## src/assert_macros.svh

```systemverilog
// Assertion macros for the clock display design.
`ifndef ASSERT_MACROS_SVH
`define ASSERT_MACROS_SVH

`ifndef SYNTHESIS

// Check that a condition holds at every clock edge out of reset.
`define SCSS_ASSERT_ALWAYS(lbl, cond, msg) \
  lbl: assert property (@(posedge clk) disable iff (rst) (cond)) else $error(msg);

// Check that a trigger implies a consequence in the same cycle.
`define SCSS_ASSERT_IMPLIES(lbl, trig, cons, msg) \
  lbl: assert property (@(posedge clk) disable iff (rst) (trig) |-> (cons)) else $error(msg);

`else

`define SCSS_ASSERT_ALWAYS(lbl, cond, msg)
`define SCSS_ASSERT_IMPLIES(lbl, trig, cons, msg)

`endif

`endif

```

## src/scss_pkg.sv

```systemverilog
// Types, constants and the digit decoder for the clock display.
package scss_pkg;

  localparam int unsigned TickWidth = 12;
  localparam logic [TickWidth-1:0] TicksPerSecondReset = 12'd250;

  localparam logic [4:0] HoursMax   = 5'd23;
  localparam logic [5:0] MinutesMax = 6'd59;
  localparam logic [5:0] SecondsMax = 6'd59;

  localparam logic [7:0] SeparatorPattern = 8'h80;

  // Scan positions that carry a digit; the others show the separator.
  localparam logic [2:0] PosHourTens   = 3'd0;
  localparam logic [2:0] PosHourUnits  = 3'd1;
  localparam logic [2:0] PosMinTens    = 3'd3;
  localparam logic [2:0] PosMinUnits   = 3'd4;
  localparam logic [2:0] PosSecTens    = 3'd6;
  localparam logic [2:0] PosSecUnits   = 3'd7;

  typedef struct packed {
    logic btn_direction_n;
    logic btn_second_n;
    logic btn_minute_n;
    logic btn_hour_n;
  } in_item_t;

  typedef struct packed {
    logic [7:0] digit_select_n;
    logic [7:0] segments;
    logic       direction_led;
  } out_item_t;

  typedef struct packed {
    logic [4:0] hours;
    logic [5:0] minutes;
    logic [5:0] seconds;
  } time_t;

  // Seven-segment pattern for a decimal digit, blank for other codes.
  function automatic logic [7:0] digit_pattern(input logic [3:0] v);
    logic [7:0] p;
    unique case (v)
      4'd0:    p = 8'h3f;
      4'd1:    p = 8'h06;
      4'd2:    p = 8'h5b;
      4'd3:    p = 8'h4f;
      4'd4:    p = 8'h66;
      4'd5:    p = 8'h6d;
      4'd6:    p = 8'h7d;
      4'd7:    p = 8'h07;
      4'd8:    p = 8'h7f;
      4'd9:    p = 8'h6f;
      default: p = 8'h00;
    endcase
    return p;
  endfunction

endpackage

```

## src/scss_time_step.sv

```systemverilog
// Next time of day and adjust direction for a sampling tick.
module scss_time_step
  import scss_pkg::*;
(
  input  time_t    cur,
  input  logic     adjust_down,
  input  in_item_t btn,
  output time_t    nxt,
  output logic     adjust_down_next
);

  logic signed [7:0] step;
  logic signed [7:0] s0, m0, h0;
  logic signed [7:0] s1, m1, h1;
  logic signed [7:0] s2, m2, h2;
  logic signed [7:0] s3, m3, h3;
  logic signed [7:0] s4, m4, h4;

  always_comb begin
    // Toggle direction first; the step uses the new direction
    adjust_down_next = adjust_down ^ ~btn.btn_direction_n;
    step = adjust_down_next ? -8'sd1 : 8'sd1;

    s0 = $signed({2'b00, cur.seconds});
    m0 = $signed({2'b00, cur.minutes});
    h0 = $signed({3'b000, cur.hours});

    // Apply pressed step buttons, then advance one second
    s1 = (btn.btn_second_n ? s0 : s0 + step) + 8'sd1;
    m1 = btn.btn_minute_n ? m0 : m0 + step;
    h1 = btn.btn_hour_n ? h0 : h0 + step;

    // Overflow: carry upward
    if (s1 > 8'sd59) begin
      s2 = 8'sd0;
      m2 = m1 + 8'sd1;
    end else begin
      s2 = s1;
      m2 = m1;
    end
    if (m2 > 8'sd59) begin
      m3 = 8'sd0;
      h2 = h1 + 8'sd1;
    end else begin
      m3 = m2;
      h2 = h1;
    end
    h3 = (h2 > 8'sd23) ? 8'sd0 : h2;

    // Underflow: borrow downward
    if (s2 < 8'sd0) begin
      s3 = 8'sd59;
      m4 = m3 - 8'sd1;
    end else begin
      s3 = s2;
      m4 = m3;
    end
    if (m4 < 8'sd0) begin
      m4 = 8'sd59;
      h4 = h3 - 8'sd1;
    end else begin
      h4 = h3;
    end
    if (h4 < 8'sd0) begin
      h4 = 8'sd23;
    end
    s4 = s3;

    nxt.seconds = s4[5:0];
    nxt.minutes = m4[5:0];
    nxt.hours   = h4[4:0];
  end

endmodule

```

## src/scss_digit_mux.sv

```systemverilog
// Segment pattern for the digit position being scanned.
module scss_digit_mux
  import scss_pkg::*;
(
  input  time_t      cur,
  input  logic [2:0] pos,
  output logic [7:0] segments
);

  logic [5:0] val;
  logic [2:0] tens;
  logic [5:0] units;
  logic       is_tens;

  // Split a value below 64 into tens and units
  function automatic logic [2:0] tens_of(input logic [5:0] v);
    logic [2:0] t;
    if (v >= 6'd60)      t = 3'd6;
    else if (v >= 6'd50) t = 3'd5;
    else if (v >= 6'd40) t = 3'd4;
    else if (v >= 6'd30) t = 3'd3;
    else if (v >= 6'd20) t = 3'd2;
    else if (v >= 6'd10) t = 3'd1;
    else                 t = 3'd0;
    return t;
  endfunction

  // Pick the field for this position
  always_comb begin
    val     = '0;
    is_tens = 1'b0;
    unique case (pos)
      PosHourTens: begin
        val = {1'b0, cur.hours};
        is_tens = 1'b1;
      end
      PosHourUnits: val = {1'b0, cur.hours};
      PosMinTens: begin
        val = cur.minutes;
        is_tens = 1'b1;
      end
      PosMinUnits: val = cur.minutes;
      PosSecTens: begin
        val = cur.seconds;
        is_tens = 1'b1;
      end
      PosSecUnits: val = cur.seconds;
      default: val = '0;
    endcase
  end

  assign tens  = tens_of(val);
  assign units = val - 6'({tens, 3'b000}) - 6'({tens, 1'b0});

  // Decode the digit, or show the separator point
  always_comb begin
    case (pos) inside
      PosHourTens, PosMinTens, PosSecTens,
      PosHourUnits, PosMinUnits, PosSecUnits:
        segments = digit_pattern(is_tens ? {1'b0, tens} : units[3:0]);
      default:
        segments = SeparatorPattern;
    endcase
  end

endmodule

```

## src/settable_clock_seven_segment_scan_top.sv

```systemverilog
// Top level of the settable HH:MM:SS clock with multiplexed display scan.
//
// Each transfer on the input channel is one display-refresh tick carrying the
// four active-low buttons; each tick yields exactly one output transfer with
// the digit select, segment pattern and direction LED for the current scan
// position. One tick is taken every clock cycle unless the input stalls; the
// scan state, and the time on a sampling tick, update in the same cycle, and
// the result sits in a single output register. The input stalls only while
// that output register is full and its consumer stalls. ticks_per_second may
// be written at any idle time and takes effect on the next tick.
`include "assert_macros.svh"

module settable_clock_seven_segment_scan_top
  import scss_pkg::*;
(
  input  logic                 clk,
  input  logic                 rst,
  input  logic                 in_valid,
  output logic                 in_stall,
  input  in_item_t             in_data,
  output logic                 out_valid,
  input  logic                 out_stall,
  output out_item_t            out_data,
  input  logic                 cfg_wr_en,
  input  logic [TickWidth-1:0] cfg_wr_data
);

  logic [TickWidth-1:0] ticks_per_second;
  logic [TickWidth-1:0] tick_count;
  logic [TickWidth-1:0] tick_count_next;
  time_t                cur_time;
  time_t                time_next;
  logic                 adjust_down;
  logic                 adjust_down_next;
  logic [2:0]           scan_pos;
  logic [7:0]           seg;
  logic                 accept;
  logic                 sample;
  logic                 time_ok;

  // Stall only when the output register is full and held
  assign in_stall = out_valid & out_stall;
  assign accept   = in_valid & ~in_stall;

  assign sample = (tick_count == '0) || (tick_count >= ticks_per_second);
  assign tick_count_next = sample ? TickWidth'(1) : tick_count + TickWidth'(1);

  scss_time_step u_step (
    .cur              (cur_time),
    .adjust_down      (adjust_down),
    .btn              (in_data),
    .nxt              (time_next),
    .adjust_down_next (adjust_down_next)
  );

  scss_digit_mux u_mux (
    .cur      (cur_time),
    .pos      (scan_pos),
    .segments (seg)
  );

  // Configuration register
  always_ff @(posedge clk) begin
    if (rst) begin
      ticks_per_second <= TicksPerSecondReset;
    end else if (cfg_wr_en) begin
      ticks_per_second <= cfg_wr_data;
    end
  end

  // Advance clock state on each accepted tick
  always_ff @(posedge clk) begin
    if (rst) begin
      cur_time    <= '0;
      adjust_down <= 1'b0;
      scan_pos    <= '0;
      tick_count  <= '0;
    end else if (accept) begin
      scan_pos   <= scan_pos + 3'd1;
      tick_count <= tick_count_next;
      if (sample) begin
        cur_time    <= time_next;
        adjust_down <= adjust_down_next;
      end
    end
  end

  // Output register: load on accept, drop when taken
  always_ff @(posedge clk) begin
    if (rst) begin
      out_valid <= 1'b0;
    end else if (accept) begin
      out_valid <= 1'b1;
    end else if (!out_stall) begin
      out_valid <= 1'b0;
    end
  end

  always_ff @(posedge clk) begin
    if (accept) begin
      out_data.digit_select_n <= ~(8'b0000_0001 << scan_pos);
      out_data.segments       <= seg;
      out_data.direction_led  <= adjust_down;
    end
  end

  // Time of day stays within a day
  assign time_ok = (cur_time.hours <= HoursMax) && (cur_time.minutes <= MinutesMax) &&
                   (cur_time.seconds <= SecondsMax);

  `SCSS_ASSERT_ALWAYS(a_time_range, time_ok, "time of day out of range")
  `SCSS_ASSERT_IMPLIES(a_one_digit, out_valid, $countones(~out_data.digit_select_n) == 1, "digit select not one-hot")
  `SCSS_ASSERT_IMPLIES(a_stall_full, in_stall, out_valid, "input stalled with empty output")

endmodule

```

## config.mk

```make
export PLATFORM = sky130hd
export DESIGN_NAME = settable_clock_seven_segment_scan_top
export DESIGN_NICKNAME = d
export VERILOG_FILES = /design/src/scss_pkg.sv /design/src/scss_time_step.sv /design/src/scss_digit_mux.sv /design/src/settable_clock_seven_segment_scan_top.sv
export VERILOG_INCLUDE_DIRS = /design/src /design/src/src
export SDC_FILE = /design/constraint.sdc
export NUM_CORES = 1
export LEC_CHECK = 0
export BUFFER_PORTS_ARGS = -buffer_cell sky130_fd_sc_hd__buf_2
export CELL_PAD_IN_SITES_DETAIL_PLACEMENT = 1
export CELL_PAD_IN_SITES_GLOBAL_PLACEMENT = 2
export CORE_MARGIN = 1
export CORE_UTILIZATION = 42
export CTS_BUF_LIST = sky130_fd_sc_hd__clkbuf_2
export CTS_CLUSTER_SIZE = 40
export DETAILED_ROUTE_END_ITERATION = 7
export PLACE_DENSITY = 0.9
export SLEW_MARGIN = 30
export SYNTH_ARGS = -nofsm -noshare
export SYNTH_HDL_FRONTEND = slang
export SYNTH_SLANG_ARGS = --single-unit
```

## constraint.sdc

```tcl
create_clock -name clk -period 7.9 [get_ports clk]
set_input_delay 0.395 -clock clk [delete_from_list [all_inputs] [get_ports clk]]
set_output_delay 0.395 -clock clk [all_outputs]
set_load 0.005 [all_outputs]
```

==> flow_metrics.py <==
metrics = {
    "cts": {
        "cts_tree": "done",
        "post_cts_buffers": 0,
        "cts_buffer_depth": 2,
        "cts.repair.resized": 0,
        "cts_buffers": 9,
        "clkSlewWorstSetupHoldPaths_ns": 0.19,
        "hold_buffers": 0,
        "htreeDepth": 3,
        "clock_sinks": 63,
        "clock-root-buffer": "clkbuf_2",
        "clock_latency_ns": 0.54,
    },
    "grt": {
        "grt_pass1_vias": 5187,
        "grt_pass1_wl_um": 25100,
        "grt_max_degree": 30,
        "gr-total-overflow": 0,
        "antenna_found_initial": 0,
        "grtUsageTotal_pct": 22.0,
    },
    "sta": {
        "tns_ns": 0,
        "period_minus_slack_ns": 6.19,
        "fin_crit_sh_pct": 78.4,
        "rsz0062_at_grt": "no",
        "relSlewSlack_pct": 39.5,
        "worst_pin_slew_ns": 0.904,
        "finClkSkew_ns": 0.0257,
        "max_freq_mhz": 161,
        "holdWs_ns": 0.0662,
        "final_max_slew_viol_count": 0,
        "setup_viol": 0,
        "hold_violations": 0,
    },
    "final_layout": {
        "layout_commonest_cell": "nand2_1",
        "drive_gt1_share_pct": 14.2,
        "most-common-layout-cells": "83 x nand2_1, 59 x nor2_1, 53 x ha_1, 46 x dfxtp_1, 44 x inv_1",
        "nFillCells": 1623,
        "multiInputGateArea_um2": 3930,
        "area_growth_pct": 7.92,
        "seq_area_um2": 1430,
        "instances_no_fill": 887,
        "diodes": 0,
        "fin_nets": 783,
    },
    "drt": {
        "detail-route-antenna-nets": 0,
        "drcViolationCount": 0,
        "wl_per_cell_um": 16.7,
        "vias_per_cell": 5.70,
        "firstDrtPassIters": 4,
        "num_vias": 5057,
        "drt_iter0_markers": 229,
        "routed_wl_um": 14800,
    },
    "power": {
        "peakVddDrop_v": 0.0000840,
        "p_leak_nw": 2.60,
        "power_density_nw_per_um2": 208,
    },
    "floorplanning": {
        "die_y_um": 118,
        "die_x_um": 118,
        "core_um2": 13200,
        "rows": 42,
        "initial_utilization_pct": 42.9,
        "ios": 40,
        "dieArea_um2": 13900,
    },
    "synth": {
        "ys_types": 83,
        "syn_inst": 680,
        "syn-num-nets": 757,
        "synth.area.top_cells": "dfxtp_1 16%, ha_1 12%, edfxtp_1 9.0%",
        "synth_top_area_share_pct": 16.3,
        "syn_area_per_cell_um2": 8.31,
        "yosysSeqAreaShare_pct": 25.3,
        "synthFlopType": "dfxtp_1",
        "async_flop_share_pct": 0,
        "synth_top_cell_by_area": "dfxtp_1",
        "ys_ff_latch": 63,
        "synth_edf_count": 17,
        "synth.cell_area_um2": 5650,
        "ys_warn_count": 0,
    },
    "setup_path": {
        "cp-start-kind": "flip-flop",
        "slowest_stage": "nor2_1",
        "worstPathMaxFanout": 21,
        "worstReg2RegEnd": "cur_time[16]",
        "r2r_slack_ns": 1.71,
        "critPathRequiredTime_ns": 8.35,
        "r2r_start": "adjust_down",
        "cp.arrival_ns": 6.64,
        "worstPathCellList": "xor2_1, buf_4, inv_1, ha_1, and3_4, o211ai_1, nand4b_1, or2_4, o31a_1, nor2_1, a311o_1, and3_1, mux2_4, a211oi_2, a21o_1, ha_1, and3_1, nand3_1, o31a_1, a311oi_2",
        "endpoint_kind": "flip-flop",
        "crit_end": "cur_time[16]",
        "crit_type": "reg2reg",
        "max_stage_delay_ns": 0.71,
        "r2r_cells": 20,
        "critical_path.startpoint": "adjust_down",
    },
    "placed_design": {
        "numPlacedInstances": 871,
        "finalWeightedCongestion": 0.865,
        "port-buffer-count": 39,
        "hpwl_um": 11600,
    },
    "run_status": {
        "status": "complete, no violations",
    },
    "flow_run": {
        "cap_violations": 0,
    },
    "hold_path": {
        "hp-class": "in2reg",
    },
}
## layout make-up
| class | instances | share of cell area, % |
|---|---|---|
| clock inverters | 7 | 1.44 |
| repair buffers | 41 | 3.44 |
| clock buffers | 9 | 0.738 |
| well taps | 176 | 3.61 |
| flip-flops and latches | 63 | 23.5 |
| multi-input cells | 544 | 64.4 |
| inverters | 47 | 2.89 |
## how the worst min path moves through the flow
stage,slack [ns],start,end,cells past startpoint
final,0.07,cfg_wr_data[6],ticks_per_second[6],3
after floorplan,0.46,cur_time[3],cur_time[3],2
after global placement,0.48,adjust_down,out_data[0],0
after detailed placement,0.48,ticks_per_second[6],ticks_per_second[6],2
after CTS,0.03,cfg_wr_data[5],ticks_per_second[5],3
after global routing,0.06,cfg_wr_data[6],ticks_per_second[6],3
## synth_stat cells, types with 3 or more instances
cell type and count:
clkbuf_1 16, buf_4 3, nor2b_1 4, ha_1 53, and2_1 7, o21bai_1 3, nor4b_1 4, o21ai_0 18
mux2i_1 17, nand3_1 10, a21o_1 21, nor3_1 15, xnor2_1 29, nor3b_1 4, nand4_1 4, or2_2 8
nand2b_1 9, a211oi_2 5, o31a_1 4, nor4_1 3, a22oi_1 4, o21a_1 10, buf_2 3, a221oi_2 3
o22ai_1 3, a21oi_1 41, edfxtp_1 17, a311oi_1 6, and3_1 11, fa_1 3, nor2_1 59, o211ai_1 8
a211oi_1 14, dfxtp_1 46, nand2_1 83, o21ai_1 6, inv_1 45, a31oi_1 4, mux2_2 6, xor2_1 15
a222oi_1 3, buf_1 3
## layer usage
layer | up-vias | track usage (%) | wire length, um
met5 | - | 0 | 0
met3 | 22 | 2.13 | 345
met2 | 66 | 38.9 | 7380
met4 | 0 | 9.13 | 261
li1 | 2485 | - | -
met1 | 2484 | 27.3 | 6790
## flip-flops by register name (all words and copies together), names as in the netlist
signal            count
cur_time             17
adjust_down           1
ticks_per_second     12
out_data             17
out_valid             1
tick_count           12
scan_pos              3
## metrics by stage
step / util (%) / instance area, um^2 / worst slack (ns) / power (mW)
3_3_place_gp: 45.2 / 5960 / 1.95 / 1.02
3_5_place_dp: 45.2 / 5960 / 1.66 / 1.05
2_1_floorplan: - / 5650 / 2.61 / 0.899
6_report: 46.3 / 6100 / 1.71 / 1.27
4_1_cts: 46.2 / 6100 / 1.78 / 1.28
5_1_grt: 46.3 / 6100 / 1.28 / 1.36
## power breakdown
part           switching, mW  internal, mW  total (mW)
clock                  0.125         0.102       0.227
sequential            0.0293         0.368       0.398
combinational          0.387         0.260       0.647
total                  0.541         0.731        1.27
## logic make-up (layout without fill, tap and decap cells)
kind of cell	count (synthesis)	after routing	share of synthesized area, %
and+or+nand+nor	240	240	21.2
AOI/OAI and AO/OA	178	178	23.8
buffers and inverters	73	104	5.24
DFF	63	63	25.3
adders and majority gates	58	58	13.1
xor gates and xnor gates	44	44	6.82
muxes	24	24	4.47
## critical path: cells and delay by family, from the launching register on
| family | cells | cell delay (ns) |
|---|---|---|
| and+or+nand+nor | 7 | 2.03 |
| AOI/OAI and AO/OA | 7 | 1.84 |
| buffers and inverters | 2 | 0.68 |
| adders and majority gates | 2 | 0.61 |
| DFF | 1 | 0.41 |
| muxes | 1 | 0.34 |
| xor gates and xnor gates | 1 | 0.20 |
Note: power is estimated with default switching activity, not from simulation.
